--- src/sv/tpis_pkg.sv ---
package tpis_pkg;

  // Output level range and width
  localparam int LEVEL_W = 7;
  localparam logic [LEVEL_W-1:0] LEVEL_MIN = 7'd1;
  localparam logic [LEVEL_W-1:0] LEVEL_MAX = 7'd100;

  // Configuration register map
  localparam int CFG_IDX_W = 3;

  typedef enum logic [CFG_IDX_W-1:0] {
    REG_CENTER_A_X = 3'd0,
    REG_CENTER_A_Y = 3'd1,
    REG_CENTER_B_X = 3'd2,
    REG_CENTER_B_Y = 3'd3,
    REG_CENTER_C_X = 3'd4,
    REG_CENTER_C_Y = 3'd5
  } cfg_reg_t;

  // Reset values of the centre registers, truncated to the coordinate width on use
  localparam logic [15:0] RST_CENTER_A_X = 16'd0;
  localparam logic [15:0] RST_CENTER_A_Y = 16'd120;
  localparam logic [15:0] RST_CENTER_B_X = 16'd0;
  localparam logic [15:0] RST_CENTER_B_Y = 16'd65;
  localparam logic [15:0] RST_CENTER_C_X = 16'd0;
  localparam logic [15:0] RST_CENTER_C_Y = 16'd30;

  // Pipeline control handed to each section: advance enable and entering valid
  typedef struct packed {
    logic en;
    logic valid;
  } stage_ctrl_t;

endpackage

--- src/sv/tpis_ifs.sv ---
interface tpis_pixel_if #(
  parameter int COORD_BITS = 10
);
  logic                  valid;
  logic                  ready;
  logic [COORD_BITS-1:0] pixel_x;
  logic [COORD_BITS-1:0] pixel_y;

  modport source (output valid, output pixel_x, output pixel_y, input ready);
  modport sink   (input valid, input pixel_x, input pixel_y, output ready);
endinterface

interface tpis_shade_if;
  logic                         valid;
  logic                         ready;
  logic [tpis_pkg::LEVEL_W-1:0] level;
  logic                         lit;

  modport source (output valid, output level, output lit, input ready);
  modport sink   (input valid, input level, input lit, output ready);
endinterface

interface tpis_cfg_if #(
  parameter int COORD_BITS = 10
);
  logic                           valid;
  logic                           ready;
  logic [tpis_pkg::CFG_IDX_W-1:0] index;
  logic [COORD_BITS-1:0]          data;

  modport source (output valid, output index, output data, input ready);
  modport sink   (input valid, input index, input data, output ready);
endinterface

--- src/sv/three_point_isobar_pixel_shader_unit.sv ---
// A pixel beat passes the distance, square-root (one root bit per stage) and select sections.
// Throughput: one pixel per cycle while the output is not stalled.
// A stalled output freezes every stage in place, so no beat is lost or repeated.
// Reset (rst, synchronous, active high) clears all valid bits and loads the centre
// registers with their reset values; the pipeline data registers are not reset.
module three_point_isobar_pixel_shader_unit #(
  parameter int COORD_BITS = 10
) (
  input  logic           clk,
  input  logic           rst,
  tpis_pixel_if.sink     pixel_in,
  tpis_shade_if.source   shade_out,
  tpis_cfg_if.sink       cfg
);

  localparam int D2_W   = 2 * COORD_BITS + 1;
  localparam int ROOT_W = COORD_BITS + 1;

  // Centre point registers
  logic [COORD_BITS-1:0] center_a_x, center_a_y;
  logic [COORD_BITS-1:0] center_b_x, center_b_y;
  logic [COORD_BITS-1:0] center_c_x, center_c_y;

  // The whole pipeline advances together; it holds only while the
  // output register carries a beat the sink has not taken.
  logic en;
  tpis_pkg::stage_ctrl_t in_ctrl, sq_ctrl, sq_ctrl_b, sq_ctrl_c, sel_ctrl;

  logic            dv_a, dv_b, dv_c;
  logic [D2_W-1:0] d2_a, d2_b, d2_c;
  logic            rv_a, rv_b, rv_c;
  logic [ROOT_W-1:0] root_a, root_b, root_c;

  assign en             = ~shade_out.valid | shade_out.ready;
  assign pixel_in.ready = en;
  assign cfg.ready      = 1'b1;

  // Configuration beats; an index past the map is dropped
  always_ff @(posedge clk) begin
    if (rst) begin
      center_a_x <= COORD_BITS'(tpis_pkg::RST_CENTER_A_X);
      center_a_y <= COORD_BITS'(tpis_pkg::RST_CENTER_A_Y);
      center_b_x <= COORD_BITS'(tpis_pkg::RST_CENTER_B_X);
      center_b_y <= COORD_BITS'(tpis_pkg::RST_CENTER_B_Y);
      center_c_x <= COORD_BITS'(tpis_pkg::RST_CENTER_C_X);
      center_c_y <= COORD_BITS'(tpis_pkg::RST_CENTER_C_Y);
    end else if (cfg.valid) begin
      case (cfg.index)
        tpis_pkg::REG_CENTER_A_X: center_a_x <= cfg.data;
        tpis_pkg::REG_CENTER_A_Y: center_a_y <= cfg.data;
        tpis_pkg::REG_CENTER_B_X: center_b_x <= cfg.data;
        tpis_pkg::REG_CENTER_B_Y: center_b_y <= cfg.data;
        tpis_pkg::REG_CENTER_C_X: center_c_x <= cfg.data;
        tpis_pkg::REG_CENTER_C_Y: center_c_y <= cfg.data;
        default: ;
      endcase
    end
  end

  assign in_ctrl   = '{en: en, valid: pixel_in.valid};
  assign sq_ctrl   = '{en: en, valid: dv_a};
  assign sq_ctrl_b = '{en: en, valid: dv_b};
  assign sq_ctrl_c = '{en: en, valid: dv_c};
  assign sel_ctrl  = '{en: en, valid: rv_a};

  // Squared distance to each centre: difference, square, sum (three stages)
  tpis_dist #(.COORD_BITS(COORD_BITS)) u_dist_a (
    .clk, .rst, .ctrl(in_ctrl),
    .px(pixel_in.pixel_x), .py(pixel_in.pixel_y),
    .cx(center_a_x), .cy(center_a_y),
    .valid_out(dv_a), .d2(d2_a)
  );

  tpis_dist #(.COORD_BITS(COORD_BITS)) u_dist_b (
    .clk, .rst, .ctrl(in_ctrl),
    .px(pixel_in.pixel_x), .py(pixel_in.pixel_y),
    .cx(center_b_x), .cy(center_b_y),
    .valid_out(dv_b), .d2(d2_b)
  );

  tpis_dist #(.COORD_BITS(COORD_BITS)) u_dist_c (
    .clk, .rst, .ctrl(in_ctrl),
    .px(pixel_in.pixel_x), .py(pixel_in.pixel_y),
    .cx(center_c_x), .cy(center_c_y),
    .valid_out(dv_c), .d2(d2_c)
  );

  // Floor square root, one result bit per stage (COORD_BITS + 1 stages)
  tpis_isqrt #(.IN_W(D2_W), .ROOT_W(ROOT_W)) u_isqrt_a (
    .clk, .rst, .ctrl(sq_ctrl), .radicand(d2_a), .valid_out(rv_a), .root(root_a)
  );

  tpis_isqrt #(.IN_W(D2_W), .ROOT_W(ROOT_W)) u_isqrt_b (
    .clk, .rst, .ctrl(sq_ctrl_b), .radicand(d2_b),
    .valid_out(rv_b), .root(root_b)
  );

  tpis_isqrt #(.IN_W(D2_W), .ROOT_W(ROOT_W)) u_isqrt_c (
    .clk, .rst, .ctrl(sq_ctrl_c), .radicand(d2_c),
    .valid_out(rv_c), .root(root_c)
  );

  // Halve, take the minimum, clamp and flag even levels (two stages; the
  // last one is the output register)
  tpis_sel #(.ROOT_W(ROOT_W)) u_sel (
    .clk, .rst, .ctrl(sel_ctrl),
    .root_a, .root_b, .root_c,
    .valid_out(shade_out.valid), .level(shade_out.level), .lit(shade_out.lit)
  );

  // The three distance lanes move in lock step
  a_lanes_aligned: assert property (@(posedge clk) disable iff (rst)
    (rv_a == rv_b) && (rv_a == rv_c) && (dv_a == dv_b) && (dv_a == dv_c))
    else $error("distance lanes out of step");

  // A result beat always carries a clamped level
  a_level_range: assert property (@(posedge clk) disable iff (rst)
    shade_out.valid |-> (shade_out.level >= tpis_pkg::LEVEL_MIN) &&
                        (shade_out.level <= tpis_pkg::LEVEL_MAX))
    else $error("level outside clamp range");

  // Lit marks even levels only
  a_lit_even: assert property (@(posedge clk) disable iff (rst)
    shade_out.valid |-> (shade_out.lit == ~shade_out.level[0]))
    else $error("lit does not match level parity");

  // Nothing leaves the block in the cycle after reset
  a_reset_empty: assert property (@(posedge clk)
    $past(rst) |-> !shade_out.valid)
    else $error("result beat right after reset");

endmodule

--- src/sv/tpis_dist.sv ---
module tpis_dist #(
  parameter int COORD_BITS = 10
) (
  input  logic                      clk,
  input  logic                      rst,
  input  tpis_pkg::stage_ctrl_t     ctrl,
  input  logic [COORD_BITS-1:0]     px,
  input  logic [COORD_BITS-1:0]     py,
  input  logic [COORD_BITS-1:0]     cx,
  input  logic [COORD_BITS-1:0]     cy,
  output logic                      valid_out,
  output logic [2*COORD_BITS:0]     d2
);

  localparam int SQ_W = 2 * COORD_BITS;
  localparam int D2_W = 2 * COORD_BITS + 1;

  logic                  v1, v2, v3;
  logic [COORD_BITS-1:0] dx, dy;
  logic [SQ_W-1:0]       sqx, sqy;
  logic [D2_W-1:0]       sum;

  // Advance the valid bits with the data
  always_ff @(posedge clk) begin
    if (rst) begin
      v1 <= 1'b0;
      v2 <= 1'b0;
      v3 <= 1'b0;
    end else if (ctrl.en) begin
      v1 <= ctrl.valid;
      v2 <= v1;
      v3 <= v2;
    end
  end

  // Absolute differences, then squares, then their sum
  always_ff @(posedge clk) begin
    if (ctrl.en) begin
      dx  <= (px >= cx) ? (px - cx) : (cx - px);
      dy  <= (py >= cy) ? (py - cy) : (cy - py);
      sqx <= SQ_W'(dx) * SQ_W'(dx);
      sqy <= SQ_W'(dy) * SQ_W'(dy);
      sum <= D2_W'(sqx) + D2_W'(sqy);
    end
  end

  assign valid_out = v3;
  assign d2        = sum;

endmodule

--- src/sv/tpis_isqrt.sv ---
module tpis_isqrt #(
  parameter int IN_W   = 21,
  parameter int ROOT_W = 11
) (
  input  logic                  clk,
  input  logic                  rst,
  input  tpis_pkg::stage_ctrl_t ctrl,
  input  logic [IN_W-1:0]       radicand,
  output logic                  valid_out,
  output logic [ROOT_W-1:0]     root
);

  // One root bit per stage, most significant first
  localparam int RW = IN_W + 1;

  logic            vld    [ROOT_W];
  logic [IN_W-1:0] rem_q  [ROOT_W];
  logic [RW-1:0]   root_q [ROOT_W];

  genvar i;
  generate
    for (i = 0; i < ROOT_W; i++) begin : g_stage
      localparam logic [RW-1:0] BIT = RW'(1) << (2 * (ROOT_W - 1 - i));

      logic            v_in;
      logic [IN_W-1:0] rem_in;
      logic [RW-1:0]   root_in;
      logic [RW-1:0]   trial;
      logic            take;

      if (i == 0) begin : g_first
        assign v_in    = ctrl.valid;
        assign rem_in  = radicand;
        assign root_in = '0;
      end else begin : g_next
        assign v_in    = vld[i-1];
        assign rem_in  = rem_q[i-1];
        assign root_in = root_q[i-1];
      end

      assign trial = root_in + BIT;
      assign take  = RW'(rem_in) >= trial;

      always_ff @(posedge clk) begin
        if (rst) begin
          vld[i] <= 1'b0;
        end else if (ctrl.en) begin
          vld[i] <= v_in;
        end
      end

      always_ff @(posedge clk) begin
        if (ctrl.en) begin
          rem_q[i]  <= take ? (rem_in - trial[IN_W-1:0]) : rem_in;
          root_q[i] <= take ? ((root_in >> 1) + BIT) : (root_in >> 1);
        end
      end
    end
  endgenerate

  assign valid_out = vld[ROOT_W-1];
  assign root      = root_q[ROOT_W-1][ROOT_W-1:0];

endmodule

--- src/sv/tpis_sel.sv ---
module tpis_sel #(
  parameter int ROOT_W = 11
) (
  input  logic                         clk,
  input  logic                         rst,
  input  tpis_pkg::stage_ctrl_t        ctrl,
  input  logic [ROOT_W-1:0]            root_a,
  input  logic [ROOT_W-1:0]            root_b,
  input  logic [ROOT_W-1:0]            root_c,
  output logic                         valid_out,
  output logic [tpis_pkg::LEVEL_W-1:0] level,
  output logic                         lit
);

  localparam int H_W   = ROOT_W - 1;
  localparam int CMP_W = (H_W > tpis_pkg::LEVEL_W) ? H_W : tpis_pkg::LEVEL_W;

  logic                         v_min, v_out;
  logic [H_W-1:0]               ha, hb, hc, hab, best;
  logic [CMP_W-1:0]             best_w, clamped;
  logic [tpis_pkg::LEVEL_W-1:0] level_q;
  logic                         lit_q;

  // Halve each root and keep the smallest
  assign ha  = root_a[ROOT_W-1:1];
  assign hb  = root_b[ROOT_W-1:1];
  assign hc  = root_c[ROOT_W-1:1];
  assign hab = (hb < ha) ? hb : ha;

  always_comb begin
    best_w = CMP_W'(best);
    if (best_w < CMP_W'(tpis_pkg::LEVEL_MIN)) begin
      clamped = CMP_W'(tpis_pkg::LEVEL_MIN);
    end else if (best_w > CMP_W'(tpis_pkg::LEVEL_MAX)) begin
      clamped = CMP_W'(tpis_pkg::LEVEL_MAX);
    end else begin
      clamped = best_w;
    end
  end

  always_ff @(posedge clk) begin
    if (rst) begin
      v_min <= 1'b0;
      v_out <= 1'b0;
    end else if (ctrl.en) begin
      v_min <= ctrl.valid;
      v_out <= v_min;
    end
  end

  always_ff @(posedge clk) begin
    if (ctrl.en) begin
      best    <= (hc < hab) ? hc : hab;
      level_q <= clamped[tpis_pkg::LEVEL_W-1:0];
      lit_q   <= ~clamped[0];
    end
  end

  assign valid_out = v_out;
  assign level     = level_q;
  assign lit       = lit_q;

endmodule

--- src/flat_wrapper.sv ---
// flat-port wrapper written by rule: the top's interface ports become plain ports
module three_point_isobar_pixel_shader_unit_flat 
#(
  parameter int COORD_BITS = 10
)
  (clk, rst, pixel_in_valid, pixel_in_pixel_x, pixel_in_pixel_y, pixel_in_ready, shade_out_valid, shade_out_level, shade_out_lit, shade_out_ready, cfg_valid, cfg_index, cfg_data, cfg_ready);
  tpis_pixel_if #(.COORD_BITS(COORD_BITS)) pixel_in_i ();
  tpis_shade_if shade_out_i ();
  tpis_cfg_if #(.COORD_BITS(COORD_BITS)) cfg_i ();
  input  logic clk;
  input  logic rst;
  input wire logic [$bits(pixel_in_i.valid)-1:0] pixel_in_valid;
  input wire logic [$bits(pixel_in_i.pixel_x)-1:0] pixel_in_pixel_x;
  input wire logic [$bits(pixel_in_i.pixel_y)-1:0] pixel_in_pixel_y;
  output wire logic [$bits(pixel_in_i.ready)-1:0] pixel_in_ready;
  output wire logic [$bits(shade_out_i.valid)-1:0] shade_out_valid;
  output wire logic [$bits(shade_out_i.level)-1:0] shade_out_level;
  output wire logic [$bits(shade_out_i.lit)-1:0] shade_out_lit;
  input wire logic [$bits(shade_out_i.ready)-1:0] shade_out_ready;
  input wire logic [$bits(cfg_i.valid)-1:0] cfg_valid;
  input wire logic [$bits(cfg_i.index)-1:0] cfg_index;
  input wire logic [$bits(cfg_i.data)-1:0] cfg_data;
  output wire logic [$bits(cfg_i.ready)-1:0] cfg_ready;
  assign pixel_in_i.valid = pixel_in_valid;
  assign pixel_in_i.pixel_x = pixel_in_pixel_x;
  assign pixel_in_i.pixel_y = pixel_in_pixel_y;
  assign pixel_in_ready = pixel_in_i.ready;
  assign shade_out_valid = shade_out_i.valid;
  assign shade_out_level = shade_out_i.level;
  assign shade_out_lit = shade_out_i.lit;
  assign shade_out_i.ready = shade_out_ready;
  assign cfg_i.valid = cfg_valid;
  assign cfg_i.index = cfg_index;
  assign cfg_i.data = cfg_data;
  assign cfg_ready = cfg_i.ready;
  three_point_isobar_pixel_shader_unit #(.COORD_BITS(COORD_BITS)) u_core (.clk(clk), .rst(rst), .pixel_in(pixel_in_i), .shade_out(shade_out_i), .cfg(cfg_i));
endmodule
--- config.mk ---
export PLATFORM = sky130hd
export DESIGN_NAME = three_point_isobar_pixel_shader_unit_flat
export DESIGN_NICKNAME = d
export VERILOG_FILES = /design/src/sv/tpis_pkg.sv /design/src/sv/tpis_ifs.sv /design/src/sv/three_point_isobar_pixel_shader_unit.sv /design/src/sv/tpis_dist.sv /design/src/sv/tpis_isqrt.sv /design/src/sv/tpis_sel.sv /design/src/flat_wrapper.sv
export SDC_FILE = /design/constraint.sdc
export NUM_CORES = 2
export LEC_CHECK = 0
export BUFFER_PORTS_ARGS = -buffer_cell sky130_fd_sc_hd__buf_4
export CAP_MARGIN = 20
export CORE_UTILIZATION = 65
export CTS_BUF_LIST = sky130_fd_sc_hd__clkbuf_16
export DETAILED_ROUTE_END_ITERATION = 12
export PLACE_DENSITY_LB_ADDON = 0.15
export SLEW_MARGIN = 30
export SYNTH_ARGS = -nofsm -noshare
export SYNTH_HDL_FRONTEND = slang
export SYNTH_SLANG_ARGS = --single-unit
--- constraint.sdc ---
create_clock -name clk -period 30.8 [get_ports clk]
set_clock_uncertainty 0.2 [all_clocks]
set_input_delay 1.54 -clock clk [delete_from_list [all_inputs] [get_ports clk]]
set_output_delay 1.54 -clock clk [all_outputs]
set_load 0.01 [all_outputs]
# Yosys cells after proc, flatten, opt, wreduce, memory -nomap -nowiden
# Memory sizes are Yosys's and may differ from the RTL's. A register that Yosys moved wholly into a read port is not among the register bits.
# Index checks and enable logic that the tools add are counted.
# totals
ff_bits,325
ramBits,1430
input_bits,38
out_inout_bits,11
word_cells,314
memories,7
# op_classes
add_sub_neg,108
multipliers,6
magnitude_cmp,43
n_eq_ne,5
muxes,93
bitwise,14
n_reduce_logical,8
# mem_list
name,words,word_bits,read_ports,rd_ports_with_merged_regs,write_ports,line_no,source
u_core.u_isqrt_a.root_q,11,22,11,0,11,tpis_isqrt.sv:18,logic [RW-1:0] root_q [ROOT_W];
u_core.u_isqrt_b.root_q,11,22,11,0,11,tpis_isqrt.sv:18,
u_core.u_isqrt_c.root_q,11,22,11,0,11,tpis_isqrt.sv:18,
u_core.u_isqrt_a.rem_q,11,21,10,0,11,tpis_isqrt.sv:17,logic [IN_W-1:0] rem_q [ROOT_W];
u_core.u_isqrt_b.rem_q,11,21,10,0,11,tpis_isqrt.sv:17,
u_core.u_isqrt_c.rem_q,11,21,10,0,11,tpis_isqrt.sv:17,
1 more memories,n/a,n/a,n/a,n/a,n/a,n/a,
# op_table
cell,count
2-to-1 mux 21 bit,36
greater-or-equal comparator 21 x 22 -> 1 bit,30
2-to-1 mux 22 bit,30
subtractor 21 bit,30
multiplier 10 x 10 -> 20 bit,6
subtractor 10 bit,12
2-to-1 mux 10 bit,8
adder 21 x 1 -> 22 bit (second input constant),3
adder 21 x 11 -> 22 bit (second input constant),3
adder 21 x 13 -> 22 bit (second input constant),3
adder 21 x 15 -> 22 bit (second input constant),3
adder 21 x 17 -> 22 bit (second input constant),3
adder 21 x 19 -> 22 bit (second input constant),3
adder 21 x 3 -> 22 bit (second input constant),3
adder 21 x 5 -> 22 bit (second input constant),3
adder 21 x 7 -> 22 bit (second input constant),3
adder 21 x 9 -> 22 bit (second input constant),3
adder 22 x 1 -> 22 bit (second input constant),3
adder 22 x 11 -> 22 bit (second input constant),3
adder 22 x 13 -> 22 bit (second input constant),3
adder 22 x 15 -> 22 bit (second input constant),3
adder 22 x 17 -> 22 bit (second input constant),3
adder 22 x 19 -> 22 bit (second input constant),3
adder 22 x 3 -> 22 bit (second input constant),3
other kinds (20),74

# Logic depth before layout (Yosys ltp)
# logic_depth
ltp_word,6
ltp_mapped,21
ltp_nobuf,20

# Hierarchy
# Synthesis repeated with hierarchy kept, for this count alone.
# unflattened
hier_cells,6548
area_unflattened_um2,75059.5
# by_module_without_submodules
module,n_inst,cells_each,area_each_um2,seq_area_each_um2
tpis_isqrt (u_core.u_isqrt_a ...),2,965,13206.4,8618.3
tpis_isqrt (u_core.u_isqrt_c),1,965,13055.0,8618.3
tpis_dist (u_core.u_dist_a),1,1105,10590.2,2432.3
tpis_dist (u_core.u_dist_b),1,1087,10568.9,2432.3
tpis_dist (u_core.u_dist_c),1,1098,10535.1,2432.3
three_point_isobar_pixel_shader_unit,1,226,2427.3,1201.2
tpis_sel,1,137,1470.2,580.6

# Worst setup path before layout
# Ideal clock, no wire load.
# synth_timing
path_kind,input to output
from,input shade_out_ready
to,output pixel_in_ready
t_arrival_ns,21.239
required_ns,29.060
setup_slack_ns,7.821
path_stages,3
path_buffers,1
cell_sequence,nor2b_1 -> clkbuf_1 -> inv_1
# synth_between
elab_chain_cells,1
# synth_rtl
element,line_no,source
"start, declared",flat_wrapper.sv:19,input wire logic [$bits(shade_out_i.ready)-1:0] shade_out_ready;
OR 1 bit,three_point_isobar_pixel_shader_unit.sv:34,assign en = ~shade_out.valid | shade_out.ready;
"end, declared",flat_wrapper.sv:15,output wire logic [$bits(pixel_in_i.ready)-1:0] pixel_in_ready;
# Every way passes these cells.

# Worst setup path in the final report
# layout_timing
from,register u_core.u_dist_a.dx[3]
to,"register u_core.u_dist_a.sqx[19], data pin"
# layout_between
elab_chain_cells,1
# layout_rtl
element,line_no,source
"start, declared",tpis_dist.sv:19,"logic [COORD_BITS-1:0] dx, dy;"
"start signal, assigned",tpis_dist.sv:39,dx <= (px >= cx) ? (px - cx) : (cx - px);
multiplier 10 x 10 -> 20 bit,tpis_dist.sv:41,sqx <= SQ_W'(dx) * SQ_W'(dx);
"end signal, assigned",tpis_dist.sv:41,
"end, declared",tpis_dist.sv:20,"logic [SQ_W-1:0] sqx, sqy;"
# Every way passes these cells.
# A chain may end at the register's enable or synchronous reset.

==> results.json <==
{
  "status": "completed",
  "coreArea_mm2": 0.102,
  "crit_start": "u_core.u_dist_a.dx[3]",
  "clkTransAtPathRegs_ps": 60,
  "cts_buffer_depth": 3,
  "area_growth_syn_to_layout_pct": 8.50,
  "worst_path_max_delay_cell": "edfxtp_1",
  "cts_root_buf": "clkbuf_16",
  "num_vias": 40600,
  "crit_path_end": "u_core.u_dist_a.sqx[19]",
  "grt_remaining_overflow": 0,
  "synth-async-reset-ratio_pct": 0,
  "yosysMostFrequentCell": "edfxtp_1",
  "nFillCells": 7133,
  "finalSetupViolCount": 0,
  "cts_buffers": 112,
  "synth_area_leaders": "edfxtp_1, ha_1, fa_1, inv_1, xnor2_1",
  "finalWirelength_mm": 119,
  "post_drt_wl_per_cell_um": 16.2,
  "worstPathCellList": "and2_1, fa_1, ha_1, inv_1, fa_1, inv_1, fa_1, inv_1, fa_1, inv_1, ha_1, a211o_1, o2111ai_1, a21oi_1, and3_1, a311oi_1, a21oi_1, xnor2_1",
  "dpl.hpwl_mm": 87.6,
  "required_ps": 31050,
  "first_global_vias": 41500,
  "crit_buf_inv": 4,
  "drt-initial-drc-count": 2280,
  "ant_nets": 0,
  "min_period_over_period_pct": 18.8,
  "synthCells": 5777,
  "ioPinCount": 49,
  "drtPass1Iterations": 5,
  "cts_tree": "built",
  "cp_num_cells": 18,
  "gr-usage-all-layers_pct": 23.3,
  "regToRegSetupSlack_ps": 25010,
  "ys_seq_elements": 1087,
  "postCtsSetupBuffers": 0,
  "crit_family": "adder cells",
  "h-tree-depth": 3,
  "insertion_delay_ps": 720,
  "dieArea_mm2": 0.104,
  "min_path_type": "register to register",
  "fp-row-count": 117,
  "tightest_slew_ps": 968,
  "r2r_start": "u_core.u_dist_a.dx[3]",
  "drv_cap": 0,
  "yosys-top-cells-count": "edfxtp_1, inv_1, ha_1",
  "synth_top_area_share_pct": 45.8,
  "mappedNetlistArea_mm2": 0.0671,
  "synth_edf_count": 1022,
  "critical_path_class": "register to register",
  "max_freq_mhz": 173,
  "finalMaxSlewViolations": 0,
  "final_layout_size_suffix_gt1_share_pct": 5.44,
  "final.setup.tns_ps": 0,
  "rsz0062_at_grt": "no",
  "clock_sinks": 1087,
  "final_hold_viol_count": 0,
  "critPathMaxStageDelay_ps": 560,
  "syn_area_per_cell_um2": 11.6,
  "reg2reg_depth": 18,
  "slew_headroom_pct": 35.4,
  "grt_max_degree": 210,
  "yosysWarnings": 0,
  "drc": 0,
  "die-width_um": 323,
  "critPathCaptureType": "register",
  "rr_endpoint": "u_core.u_dist_a.sqx[19]",
  "gp_congestion": 0.877,
  "finalNetCount": 6830,
  "synth_cell_types": 82,
  "synth_area_leader_cell": "edfxtp_1",
  "initial_core_util_pct": 65.7,
  "die_y_um": 323,
  "yosysSeqAreaShare_pct": 47.7,
  "antenna_cells": 0,
  "min_period_ps": 5790,
  "io_buffers": 47,
  "cts_resized": 0,
  "ys.flop_type": "edfxtp_1",
  "antenna_found_initial": 0,
  "crit_path_start_kind": "register",
  "arrival_ps": 6040,
  "viasPerCell": 5.56,
  "grt_pass1_wl_mm": 197,
  "cp_max_fo": 11,
  "holdBufCountCts": 0
}
per-stage QoR:
stage	hold WS, ps	util (%)	instances	setup slack (ps)	instance area, um^2
2_1_floorplan	200	-	5779	7820	67100
3_3_place_gp	200	67.5	7090	25100	68800
3_5_place_dp	205	67.5	7090	25010	68800
4_1_cts	213	71.2	7301	24990	72700
5_1_grt	216	71.3	7303	24540	72800
6_report	208	71.3	7303	25010	72800
layer usage:
metal	part of all wire [%]	GRT usage, %
met5	0	0
met4	3.7	9.34
met3	3.5	2.69
met2	52	42.6
met1	41	28.0
flip-flops by register name, summed over array words and instances (netlist names), 65 cells and up:
signal	cells
u_core.u_isqrt_c.root_q	65
u_core.u_isqrt_a.rem_q	187
u_core.u_isqrt_b.root_q	65
u_core.u_isqrt_b.rem_q	187
u_core.u_isqrt_a.root_q	65
u_core.u_isqrt_c.rem_q	187
how the worst min path moves through the flow:
| stage | startpoint | cells past startpoint | endpoint | slack [ps] |
|---|---|---|---|---|
| after global placement | u_core.u_isqrt_c.root_q[9][4] | 0 | u_core.u_isqrt_c.root_q[10][3] | 200 |
| final | u_core.u_dist_a.d2[16] | 0 | u_core.u_isqrt_a.rem_q[0][16] | 210 |
| after global routing | u_core.u_dist_a.d2[16] | 0 | u_core.u_isqrt_a.rem_q[0][16] | 220 |
| after floorplan | u_core.u_dist_a.d2[0] | 0 | u_core.u_isqrt_a.rem_q[0][0] | 200 |
| after CTS | u_core.u_dist_a.d2[16] | 0 | u_core.u_isqrt_a.rem_q[0][16] | 210 |
| after detailed placement | u_core.u_dist_a.d2[0] | 0 | u_core.u_isqrt_a.rem_q[0][0] | 200 |
final cells by class:
class | count | area (um^2) | share of cell area (%)
inverter | 780 | 2940 | 4.03
multi-input combinational | 3790 | 31700 | 43.5
sequential | 1087 | 32000 | 44.0
tap | 1368 | 1710 | 2.35
clock inverter | 93 | 892 | 1.23
clock buffer | 118 | 2950 | 4.06
timing repair buffer | 67 | 596 | 0.819
placed cells by master, fill, tap and decap left out, drive strengths merged, types with 67 or more instances in the layout:
master / count
edfxtp: 1022
inv: 813
ha: 657
nand2: 439
a21oi: 305
fa: 297
o21ai: 230
nor2: 227
xnor2: 224
and2: 175
xor2: 144
a21o: 128
clkbuf: 118
nor2b: 89
nor3: 80
nand2b: 80
o21a: 76
mux2i: 71
buf: 67
cell families (layout without fill, tap and decap cells):
kind of cell             Yosys count  count (layout)  synth area share (%)
flip-flops                      1087            1087                  47.7
multiplexers                     110             110                  1.71
buffers and inverters            902            1058                  5.09
adder cells (fa/ha/maj)          954             954                  21.1
AO/OA/AOI/OAI                    972             972                  9.12
AND/OR/NAND/NOR                 1382            1382                  10.4
other                              2               4                0.0112
XOR/XNOR                         368             368                  4.81
Power is left out: the tool's default activity adds up to more than one toggle a clock period on the data nets, which glitch-free logic cannot reach.
